## src/rtl/ife_pkg.sv

```systemverilog
// Shared constants, types and the character decoder of the infix four-operator evaluator.
package ife_pkg;

  // Datapath word width and the width of the divider step counter.
  localparam int ValueW = 32;
  localparam int CntW   = $clog2(ValueW);

  // Character codes the block reacts to.
  localparam logic [7:0] ChZero  = 8'h30;
  localparam logic [7:0] ChNine  = 8'h39;
  localparam logic [7:0] ChPlus  = 8'h2B;
  localparam logic [7:0] ChMinus = 8'h2D;
  localparam logic [7:0] ChStar  = 8'h2A;
  localparam logic [7:0] ChSlash = 8'h2F;
  localparam logic [7:0] ChEqual = 8'h3D;
  localparam logic [7:0] ChSpace = 8'h20;

  // Class of one input character.
  typedef enum logic [2:0] {
    CLS_SKIP  = 3'd0,
    CLS_DIGIT = 3'd1,
    CLS_MUL   = 3'd2,
    CLS_DIV   = 3'd3,
    CLS_ADD   = 3'd4,
    CLS_SUB   = 3'd5,
    CLS_EQ    = 3'd6
  } cls_t;

  // Pending multiplicative operator; the unused code acts as none.
  typedef enum logic [1:0] {
    MOP_NONE = 2'd0,
    MOP_MUL  = 2'd1,
    MOP_DIV  = 2'd2
  } mulop_t;

  // Commands from the controller to the datapath.
  typedef struct packed {
    logic       digit;
    logic [3:0] digit_val;
    logic       fold;
    logic       div_take;
    logic       set_mul;
    logic       mul_is_div;
    logic       fold_term;
    logic       set_add;
    logic       add_is_sub;
    logic       emit;
  } cmd_t;

  // Status from the datapath to the controller.
  typedef struct packed {
    logic div_go;
    logic div_done;
    logic out_busy;
  } sts_t;

  // Sort a character into its class; spaces and unknown bytes are skipped.
  function automatic cls_t char_class(input logic [7:0] c);
    cls_t k;
    k = CLS_SKIP;
    if (c >= ChZero && c <= ChNine) begin
      k = CLS_DIGIT;
    end else if (c == ChStar) begin
      k = CLS_MUL;
    end else if (c == ChSlash) begin
      k = CLS_DIV;
    end else if (c == ChPlus) begin
      k = CLS_ADD;
    end else if (c == ChMinus) begin
      k = CLS_SUB;
    end else if (c == ChEqual) begin
      k = CLS_EQ;
    end else if (c == ChSpace) begin
      k = CLS_SKIP;
    end
    return k;
  endfunction

endpackage

```

## src/rtl/ife_div.sv

```systemverilog
// Iterative signed divider, one quotient bit per cycle, truncating toward zero.
module ife_div (
  input  logic                      clk,
  input  logic                      rst_n,
  input  logic                      start,
  input  logic [ife_pkg::ValueW-1:0] dividend,
  input  logic [ife_pkg::ValueW-1:0] divisor,
  output logic                      done,
  output logic [ife_pkg::ValueW-1:0] quotient
);
  import ife_pkg::*;

  logic              busy_r;
  logic              done_r;
  logic [CntW-1:0]   cnt_r;
  logic              neg_r;
  logic [ValueW-1:0] quo_r;
  logic [ValueW-1:0] rem_r;
  logic [ValueW-1:0] den_r;
  logic [ValueW-1:0] a_mag;
  logic [ValueW-1:0] b_mag;
  logic [ValueW:0]   rem_sh;
  logic [ValueW:0]   trial;
  logic              q_bit;

  // Magnitudes of the operands at start.
  assign a_mag = dividend[ValueW-1] ? (~dividend + 1'b1) : dividend;
  assign b_mag = divisor[ValueW-1]  ? (~divisor + 1'b1)  : divisor;

  // One restoring step: shift in the next dividend bit and try a subtract.
  assign rem_sh = {rem_r, quo_r[ValueW-1]};
  assign trial  = rem_sh - {1'b0, den_r};
  assign q_bit  = ~trial[ValueW];

  // Control: busy for one pass over all quotient bits, then a done pulse.
  always_ff @(posedge clk) begin
    if (!rst_n) begin
      busy_r <= 1'b0;
      done_r <= 1'b0;
      cnt_r  <= '0;
    end else begin
      done_r <= 1'b0;
      if (start) begin
        busy_r <= 1'b1;
        cnt_r  <= '0;
      end else if (busy_r) begin
        cnt_r <= cnt_r + 1'b1;
        if (cnt_r == CntW'(ValueW - 1)) begin
          busy_r <= 1'b0;
          done_r <= 1'b1;
        end
      end
    end
  end

  // Working registers of the division.
  always_ff @(posedge clk) begin
    if (start) begin
      neg_r <= dividend[ValueW-1] ^ divisor[ValueW-1];
      quo_r <= a_mag;
      rem_r <= '0;
      den_r <= b_mag;
    end else if (busy_r) begin
      rem_r <= q_bit ? trial[ValueW-1:0] : rem_sh[ValueW-1:0];
      quo_r <= {quo_r[ValueW-2:0], q_bit};
    end
  end

  assign done     = done_r;
  assign quotient = neg_r ? (~quo_r + 1'b1) : quo_r;

endmodule

```

## src/rtl/ife_dpath.sv

```systemverilog
// Datapath: accumulators, pending operators, multiplier, divider and result register.
module ife_dpath (
  input  logic                             clk,
  input  logic                             rst_n,
  input  ife_pkg::cmd_t                    cmd,
  output ife_pkg::sts_t                    sts,
  output logic                             out_tvalid,
  input  logic                             out_tready,
  output logic signed [ife_pkg::ValueW-1:0] out_tdata,
  output logic [0:0]                       out_tuser
);
  import ife_pkg::*;

  logic [ValueW-1:0]   sum_r, sum_nxt;
  logic [ValueW-1:0]   term_r, term_nxt;
  logic [ValueW-1:0]   operand_r, operand_nxt;
  logic                add_r, add_nxt;
  mulop_t              mul_op_r, mul_op_nxt;
  logic                dz_r, dz_nxt;
  logic                out_valid_r, out_valid_nxt;
  logic [ValueW-1:0]   out_value_r;
  logic                out_err_r;
  logic [ValueW-1:0]   prod_full;
  logic                div_start;
  logic                div_done;
  logic [ValueW-1:0]   div_q;

  // Low word of the product of the term and the finished operand.
  assign prod_full = term_r * operand_r;

  // A division starts when the operand is folded under a pending nonzero divide.
  assign div_start = cmd.fold && sts.div_go;

  ife_div u_div (
    .clk      (clk),
    .rst_n    (rst_n),
    .start    (div_start),
    .dividend (term_r),
    .divisor  (operand_r),
    .done     (div_done),
    .quotient (div_q)
  );

  // Next state of the evaluation registers.
  always_comb begin
    sum_nxt     = sum_r;
    term_nxt    = term_r;
    operand_nxt = operand_r;
    add_nxt     = add_r;
    mul_op_nxt  = mul_op_r;
    dz_nxt      = dz_r;
    if (cmd.digit) begin
      operand_nxt = (operand_r << 3) + (operand_r << 1) + ValueW'(cmd.digit_val);
    end
    if (cmd.fold) begin
      operand_nxt = '0;
      case (mul_op_r)
        MOP_MUL: term_nxt = prod_full;
        MOP_DIV: begin
          if (operand_r == '0) begin
            dz_nxt   = 1'b1;
            term_nxt = '0;
          end
        end
        default: term_nxt = operand_r;
      endcase
    end
    if (cmd.div_take) begin
      term_nxt = div_q;
    end
    if (cmd.set_mul) begin
      mul_op_nxt = cmd.mul_is_div ? MOP_DIV : MOP_MUL;
    end
    if (cmd.fold_term) begin
      sum_nxt    = add_r ? (sum_r - term_r) : (sum_r + term_r);
      term_nxt   = '0;
      mul_op_nxt = MOP_NONE;
    end
    if (cmd.set_add) begin
      add_nxt = cmd.add_is_sub;
    end
    if (cmd.emit) begin
      sum_nxt     = '0;
      term_nxt    = '0;
      operand_nxt = '0;
      add_nxt     = 1'b0;
      mul_op_nxt  = MOP_NONE;
      dz_nxt      = 1'b0;
    end
  end

  // Output beat handshake: load on emit, drop once taken.
  always_comb begin
    out_valid_nxt = out_valid_r;
    if (cmd.emit) begin
      out_valid_nxt = 1'b1;
    end else if (out_tready) begin
      out_valid_nxt = 1'b0;
    end
  end

  // Control state.
  always_ff @(posedge clk) begin
    if (!rst_n) begin
      sum_r       <= '0;
      term_r      <= '0;
      operand_r   <= '0;
      add_r       <= 1'b0;
      mul_op_r    <= MOP_NONE;
      dz_r        <= 1'b0;
      out_valid_r <= 1'b0;
    end else begin
      sum_r       <= sum_nxt;
      term_r      <= term_nxt;
      operand_r   <= operand_nxt;
      add_r       <= add_nxt;
      mul_op_r    <= mul_op_nxt;
      dz_r        <= dz_nxt;
      out_valid_r <= out_valid_nxt;
    end
  end

  // Result payload; a division by zero forces the value to zero.
  always_ff @(posedge clk) begin
    if (cmd.emit) begin
      out_value_r <= dz_r ? '0 : sum_r;
      out_err_r   <= dz_r;
    end
  end

  assign sts.div_go   = (mul_op_r == MOP_DIV) && (operand_r != '0);
  assign sts.div_done = div_done;
  assign sts.out_busy = out_valid_r && !out_tready;

  assign out_tvalid = out_valid_r;
  assign out_tdata  = out_value_r;
  assign out_tuser  = out_err_r;

endmodule

```

## src/rtl/ife_ctrl.sv

```systemverilog
// Controller: sequences the folding of operands and terms for each operator beat.
module ife_ctrl (
  input  logic          clk,
  input  logic          rst_n,
  input  logic          in_tvalid,
  output logic          in_tready,
  input  logic [7:0]    in_tdata,
  input  ife_pkg::sts_t sts,
  output ife_pkg::cmd_t cmd
);
  import ife_pkg::*;

  typedef enum logic [4:0] {
    ST_IDLE = 5'b00001,
    ST_FOLD = 5'b00010,
    ST_DIV  = 5'b00100,
    ST_TERM = 5'b01000,
    ST_EMIT = 5'b10000
  } state_t;

  state_t state_r, state_nxt;
  cls_t   kind_r, kind_nxt;
  cls_t   in_cls;
  logic   accept;
  logic   kind_mul;

  assign in_cls    = char_class(in_tdata);
  assign in_tready = (state_r == ST_IDLE);
  assign accept    = in_tvalid && in_tready;
  assign kind_mul  = (kind_r == CLS_MUL) || (kind_r == CLS_DIV);

  // State transitions and commands.
  always_comb begin
    state_nxt = state_r;
    kind_nxt  = kind_r;
    cmd            = '0;
    cmd.digit_val  = in_tdata[3:0];
    cmd.mul_is_div = (kind_r == CLS_DIV);
    cmd.add_is_sub = (kind_r == CLS_SUB);
    unique case (state_r)
      ST_IDLE: begin
        if (accept) begin
          if (in_cls == CLS_DIGIT) begin
            cmd.digit = 1'b1;
          end else if (in_cls != CLS_SKIP) begin
            kind_nxt  = in_cls;
            state_nxt = ST_FOLD;
          end
        end
      end
      ST_FOLD: begin
        cmd.fold = 1'b1;
        if (sts.div_go) begin
          state_nxt = ST_DIV;
        end else if (kind_mul) begin
          cmd.set_mul = 1'b1;
          state_nxt   = ST_IDLE;
        end else begin
          state_nxt = ST_TERM;
        end
      end
      ST_DIV: begin
        if (sts.div_done) begin
          cmd.div_take = 1'b1;
          if (kind_mul) begin
            cmd.set_mul = 1'b1;
            state_nxt   = ST_IDLE;
          end else begin
            state_nxt = ST_TERM;
          end
        end
      end
      ST_TERM: begin
        cmd.fold_term = 1'b1;
        if (kind_r == CLS_EQ) begin
          state_nxt = ST_EMIT;
        end else begin
          cmd.set_add = 1'b1;
          state_nxt   = ST_IDLE;
        end
      end
      ST_EMIT: begin
        if (!sts.out_busy) begin
          cmd.emit  = 1'b1;
          state_nxt = ST_IDLE;
        end
      end
      default: state_nxt = ST_IDLE;
    endcase
  end

  always_ff @(posedge clk) begin
    if (!rst_n) begin
      state_r <= ST_IDLE;
      kind_r  <= CLS_SKIP;
    end else begin
      state_r <= state_nxt;
      kind_r  <= kind_nxt;
    end
  end

endmodule

```

## src/rtl/infix_four_op_evaluator.sv

```systemverilog
// Top level of the infix four-operator evaluator: controller plus datapath.
// The block reads an arithmetic expression one ASCII character per input beat: decimal
// digits build the operand, '*' and '/' bind tighter than '+' and '-', all left to
// right, with 32-bit wrapping arithmetic and division truncating toward zero; spaces
// and unknown bytes are ignored. Each '=' yields one output beat carrying the value in
// out_tdata and a division-by-zero flag in out_tuser (value then 0), and clears the
// evaluation state. One item is processed at a time, no new character being taken
// meanwhile: '*' or '/' folds the operand into the term, '+' or '-' also folds the term
// into the sum, and '=' then waits for the output register to empty. Folding an operand
// under a pending nonzero '/' waits on the divider, which makes one quotient bit per cycle.
module infix_four_op_evaluator (
  input  logic                             clk,
  input  logic                             rst_n,
  input  logic                             in_tvalid,
  output logic                             in_tready,
  input  logic [7:0]                       in_tdata,   // [7:0] char_code
  output logic                             out_tvalid,
  input  logic                             out_tready,
  output logic signed [ife_pkg::ValueW-1:0] out_tdata,  // [31:0] value
  output logic [0:0]                       out_tuser   // [0] error
);
  import ife_pkg::*;

  cmd_t cmd;
  sts_t sts;

  ife_ctrl u_ctrl (
    .clk       (clk),
    .rst_n     (rst_n),
    .in_tvalid (in_tvalid),
    .in_tready (in_tready),
    .in_tdata  (in_tdata),
    .sts       (sts),
    .cmd       (cmd)
  );

  ife_dpath u_dpath (
    .clk        (clk),
    .rst_n      (rst_n),
    .cmd        (cmd),
    .sts        (sts),
    .out_tvalid (out_tvalid),
    .out_tready (out_tready),
    .out_tdata  (out_tdata),
    .out_tuser  (out_tuser)
  );

endmodule

```

## config.mk

```make
export PLATFORM = sky130hd
export DESIGN_NAME = infix_four_op_evaluator
export DESIGN_NICKNAME = d
export VERILOG_FILES = /design/src/rtl/ife_pkg.sv /design/src/rtl/ife_div.sv /design/src/rtl/ife_dpath.sv /design/src/rtl/ife_ctrl.sv /design/src/rtl/infix_four_op_evaluator.sv
export SDC_FILE = /design/constraint.sdc
export NUM_CORES = 2
export LEC_CHECK = 0
export ABC_AREA = 1
export BUFFER_PORTS_ARGS = -buffer_cell sky130_fd_sc_hd__buf_2
export CORE_MARGIN = 3
export CORE_UTILIZATION = 60
export DETAILED_ROUTE_END_ITERATION = 8
export PLACE_DENSITY = 0.78
export RECOVER_POWER = 25
export SYNTH_ARGS = -nofsm -noshare
export SYNTH_HDL_FRONTEND = slang
export SYNTH_SLANG_ARGS = --single-unit
```

## constraint.sdc

```tcl
create_clock -name clk -period 6.07 [get_ports clk]
set_input_delay 0.9105 -clock clk [delete_from_list [all_inputs] [get_ports clk]]
set_output_delay 0.9105 -clock clk [all_outputs]
set_load 0.005 [all_outputs]
```

==> impl_summary.md <==
Die
The placeable core area is 56700 sq um. The die covers 60600 sq um. The floorplan step set the die height to 246 um.

The total I/O pin count is 47. The starting utilization of the core area is 0.610. In this run the core area contains 87 standard-cell rows. The width of the die is 246 um.

CTS
Buffers inserted to repair hold after CTS numbered 0. Clock-pin slew was measured on the worst setup and hold paths at 80 ps. The tree is rooted in a sky130_fd_sc_hd__clkbuf_16.

The clock tree from TritonCTS is done. CTS built an H-tree with a depth of 1. The buffer levels on the longest clock path is 3. The later pin in the worst-skew pair is clocked with a latency of 610 ps.

For this design, the sink count on the clock tree is 246. The number of clock buffers added by TritonCTS is 30.

Setup path
The largest driver fanout on the critical path is 5. The startpoint-to-endpoint class of the critical path is flop to flop. The worst setup path is captured at a flop. On the worst path, the slowest cell contributes a delay of 600 ps.

The data arrival time of the critical path is 7240 ps. Data on the critical path is required at its endpoint by 6600 ps. The worst setup path is launched from a flop. The worst-path cell with the longest stage delay is sky130_fd_sc_hd__fa_1.

Status
The run finished, with violations left. The final reports fail on capacitance limit, slew limit, setup timing.

Detailed routing
The antenna violation net count after detailed routing is 0. The via count of the routed design is 32300. Dividing the detail-routed wire length by the instance count gives 18.4 um.

The final layout contains routed wiring with a total length of 106000 um. The number of DRC markers in iteration 0 is 3178. In the routed layout, each cell is associated on average with a via count of 5.60.

For this run, design rule violations remaining after detail routing come to 0. The first-pass iteration count of the detailed router is 6.

Global routing
The first-pass GRT wire length is 164000 um. The number of global-route vias before repair is roughly 31000. The maximum number of pins on one net before global-route repair is 73. The overall fraction of global-route tracks in use is 0.343. The total global routing overflow is 0. The number of antenna violations at the first check in global routing is 4.

Final layout
In the layout the commonest cells are sky130_fd_sc_hd__nand2_1 (1129), sky130_fd_sc_hd__inv_1 (1076), sky130_fd_sc_hd__fa_1 (388). The number of antenna cells inserted is 0. In the final layout, the share of cells above drive strength 1 is 0.134.

The area growth from synthesis to final layout is 15.5%. Leaving out fill and tap cells, the most frequent cell in the layout is sky130_fd_sc_hd__nand2_1. For this run, the post-layout net count is 5667. Summing all non-filler instances in the final layout gives an area of 39900 sq um.

Worst hold path
The kind of path behind the tightest hold check is flop to flop.

Yosys
The gate count of the mapped netlist is between 4000 and 5000. The most frequently used flop master after synthesis is sky130_fd_sc_hd__dfxtp_1. After synthesis, the mean cell area works out to 7.21 sq um. After synthesis, the netlist uses 62 different library cells. The share of synthesized registers carrying an async set or reset is 0.

The number of storage elements in the synthesis netlist is around 250. Yosys printed 0 warnings. The number of enable-type register cells in the synthesized netlist is 98. The post-synthesis net count is 5471.

Summing every instance area after synthesis gives 34600 sq um. The sequential-to-total area share from yosys stat is 0.171.

Timing
The worst pin sits at a relative slew slack of -0.860. Setup repair after global routing could not meet its margin everywhere. The transition time at the pin with the least slew margin is ~2800 ps.

The final critical-path required period is 6710 ps. Between clock sinks in the finished design, the worst skew comes to 25.7 ps. The fmax is 0.149 GHz. After layout, the worst setup slack is -640 ps. In the finished design, the share of the clock period the worst path needs comes to 1.11. The max-slew violation total from the final report was 92. The count of endpoints failing hold in the final timing report is 0. Setup violations remaining at the end of the flow were counted as 22.

Place
The cell area after placement is 37700 sq um. The quantity of I/O buffers inserted on ports is 46. The HPWL reported at the end of detailed placement is approximately 81000 um. The final RePlAce weighted congestion is 0.986.

Pwr
IR analysis of the VDD net gives a maximum drop of 221 uV. The total power per unit cell area is roughly 99 nW/um^2. The internal power of the cells totals between 2 and 3 mW. The switching power total is 1.05 mW. The combinational fraction of design power is 0.092. The total leakage power is 21.9 nW. Overall power consumption after layout is estimated at 3.94 mW. The net switching fraction of the power is 0.267. The portion of total power attributed to the clock network is 0.472.

Of the total power, registers draw 0.436.

Run
The max-capacitance violation count is 2.
layout make-up:
cell class / instances / area, sq um
tap: 756 / 946
multi-input combinational: 3220 / 24500
clock inverter: 13 / 97.6
timing repair buffer: 380 / 3340
inverter: 1113 / 4180
sequential: 246 / 6010
clock buffer: 43 / 892
fill: 4516 / 16800
power groups by stage:
stage,sequential [mW],combinational (mW),clock (mW)
finish,1.72,0.362,1.86
global route,1.72,0.390,1.94
CTS,1.72,0.338,1.87
detailed placement,1.76,0.328,0
global placement,1.76,0.324,0
floorplan,1.75,0.225,0
routing by layer:
| layer | up-vias | track usage | wire [um] |
|---|---|---|---|
| li1 | 15100 | - | - |
| met1 | 15200 | 0.463 | 41700 |
| met2 | 1650 | 0.533 | 46000 |
| met3 | 385 | 0.0662 | 11700 |
| met4 | 0 | 0.163 | 6650 |
| met5 | - | 0 | 0 |
kinds of logic after synthesis:
group / count (synthesis) / synth area share
xor gates and xnor gates: 156 / 0.0395
buffers and inverters: 1329 / 0.147
and+or+nand+nor: 1676 / 0.198
AOI/OAI and AO/OA: 724 / 0.115
DFF: 246 / 0.171
adders and majority gates: 664 / 0.330
sequential cells by signal (all words and copies together), names as in the netlist:
name                  flops
u_ctrl.kind_r             3
u_ctrl.state_r            5
u_dpath.add_r             1
u_dpath.dz_r              1
u_dpath.mul_op_r          2
u_dpath.operand_r        32
u_dpath.out_tdata        32
u_dpath.out_tuser         1
u_dpath.out_tvalid        1
u_dpath.sum_r            32
u_dpath.term_r           32
u_dpath.u_div.busy_r      1
u_dpath.u_div.cnt_r       5
u_dpath.u_div.den_r      32
u_dpath.u_div.done        1
u_dpath.u_div.neg_r       1
u_dpath.u_div.quo_r      32
u_dpath.u_div.rem_r      32
critical path: cells and delay by family (launching register included):
family / cells / cell delay, ps
adders and majority gates: 9 / 3810
DFF: 1 / 410
buffers and inverters: 9 / 890
AOI/OAI and AO/OA: 7 / 1060
and+or+nand+nor: 5 / 480
synthesized netlist by cell type, types with 9 or more instances:
| cell type | number | area, sq um |
|---|---|---|
| sky130_fd_sc_hd__nand2_1 | 1156 | 4340 |
| sky130_fd_sc_hd__inv_1 | 1096 | 4110 |
| sky130_fd_sc_hd__fa_1 | 412 | 8250 |
| sky130_fd_sc_hd__o21ai_0 | 283 | 1420 |
| sky130_fd_sc_hd__a21oi_1 | 276 | 1380 |
| sky130_fd_sc_hd__nor2_1 | 255 | 957 |
| sky130_fd_sc_hd__ha_1 | 252 | 3150 |
| sky130_fd_sc_hd__dfxtp_1 | 148 | 2960 |
| sky130_fd_sc_hd__nand3_1 | 133 | 666 |
| sky130_fd_sc_hd__clkbuf_1 | 132 | 495 |
| sky130_fd_sc_hd__xor2_1 | 112 | 981 |
| sky130_fd_sc_hd__edfxtp_1 | 98 | 2940 |
| sky130_fd_sc_hd__xnor2_1 | 44 | 385 |
| sky130_fd_sc_hd__buf_1 | 40 | 150 |
| sky130_fd_sc_hd__nor3_1 | 33 | 165 |
| sky130_fd_sc_hd__buf_2 | 31 | 155 |
| sky130_fd_sc_hd__nand4_1 | 31 | 194 |
| sky130_fd_sc_hd__o211ai_1 | 31 | 233 |
| sky130_fd_sc_hd__o21ai_1 | 29 | 145 |
| sky130_fd_sc_hd__nor4_1 | 19 | 119 |
| sky130_fd_sc_hd__a21o_1 | 15 | 113 |
| sky130_fd_sc_hd__a31oi_1 | 15 | 93.8 |
| sky130_fd_sc_hd__o21bai_1 | 12 | 90.1 |
| sky130_fd_sc_hd__o22ai_1 | 12 | 75.1 |
| sky130_fd_sc_hd__inv_2 | 10 | 37.5 |
| sky130_fd_sc_hd__buf_4 | 9 | 67.6 |
timing repair:
action / CTS / global route
pin swaps: 32 / 57
cloned: 4 / 3
gates resized for setup: 89 / 104
buffers inserted: 18 / 28
hold endpoints to repair: 0 / 0
setup endpoints to repair: 22 / 23
through the flow:
stage | TNS (ps) | utilization | hold slack, ps | setup slack (ps) | instances
2_1_floorplan | -799 | - | 406 | -217 | 4795
3_3_place_gp | -8020 | 0.665 | 459 | -697 | 5662
3_5_place_dp | -9930 | 0.665 | 466 | -760 | 5662
4_1_cts | -5950 | 0.692 | 477 | -456 | 5740
5_1_grt | -13600 | 0.704 | 492 | -837 | 5771
6_report | -9710 | 0.704 | 475 | -640 | 5771
final timing paths:
kind                            slack (ps)                     end                    from  cells past startpoint
worst max-delay path                  -640      u_dpath.term_r[23]    u_dpath.operand_r[7]                     30
worst min-delay path                   470  u_dpath.u_div.cnt_r[4]  u_dpath.u_div.cnt_r[4]                      2
worst max register to register        -640      u_dpath.term_r[23]    u_dpath.operand_r[7]                     30
worst min register to register         470  u_dpath.u_div.cnt_r[4]  u_dpath.u_div.cnt_r[4]                      2
Power figures use the tool's default switching activity.
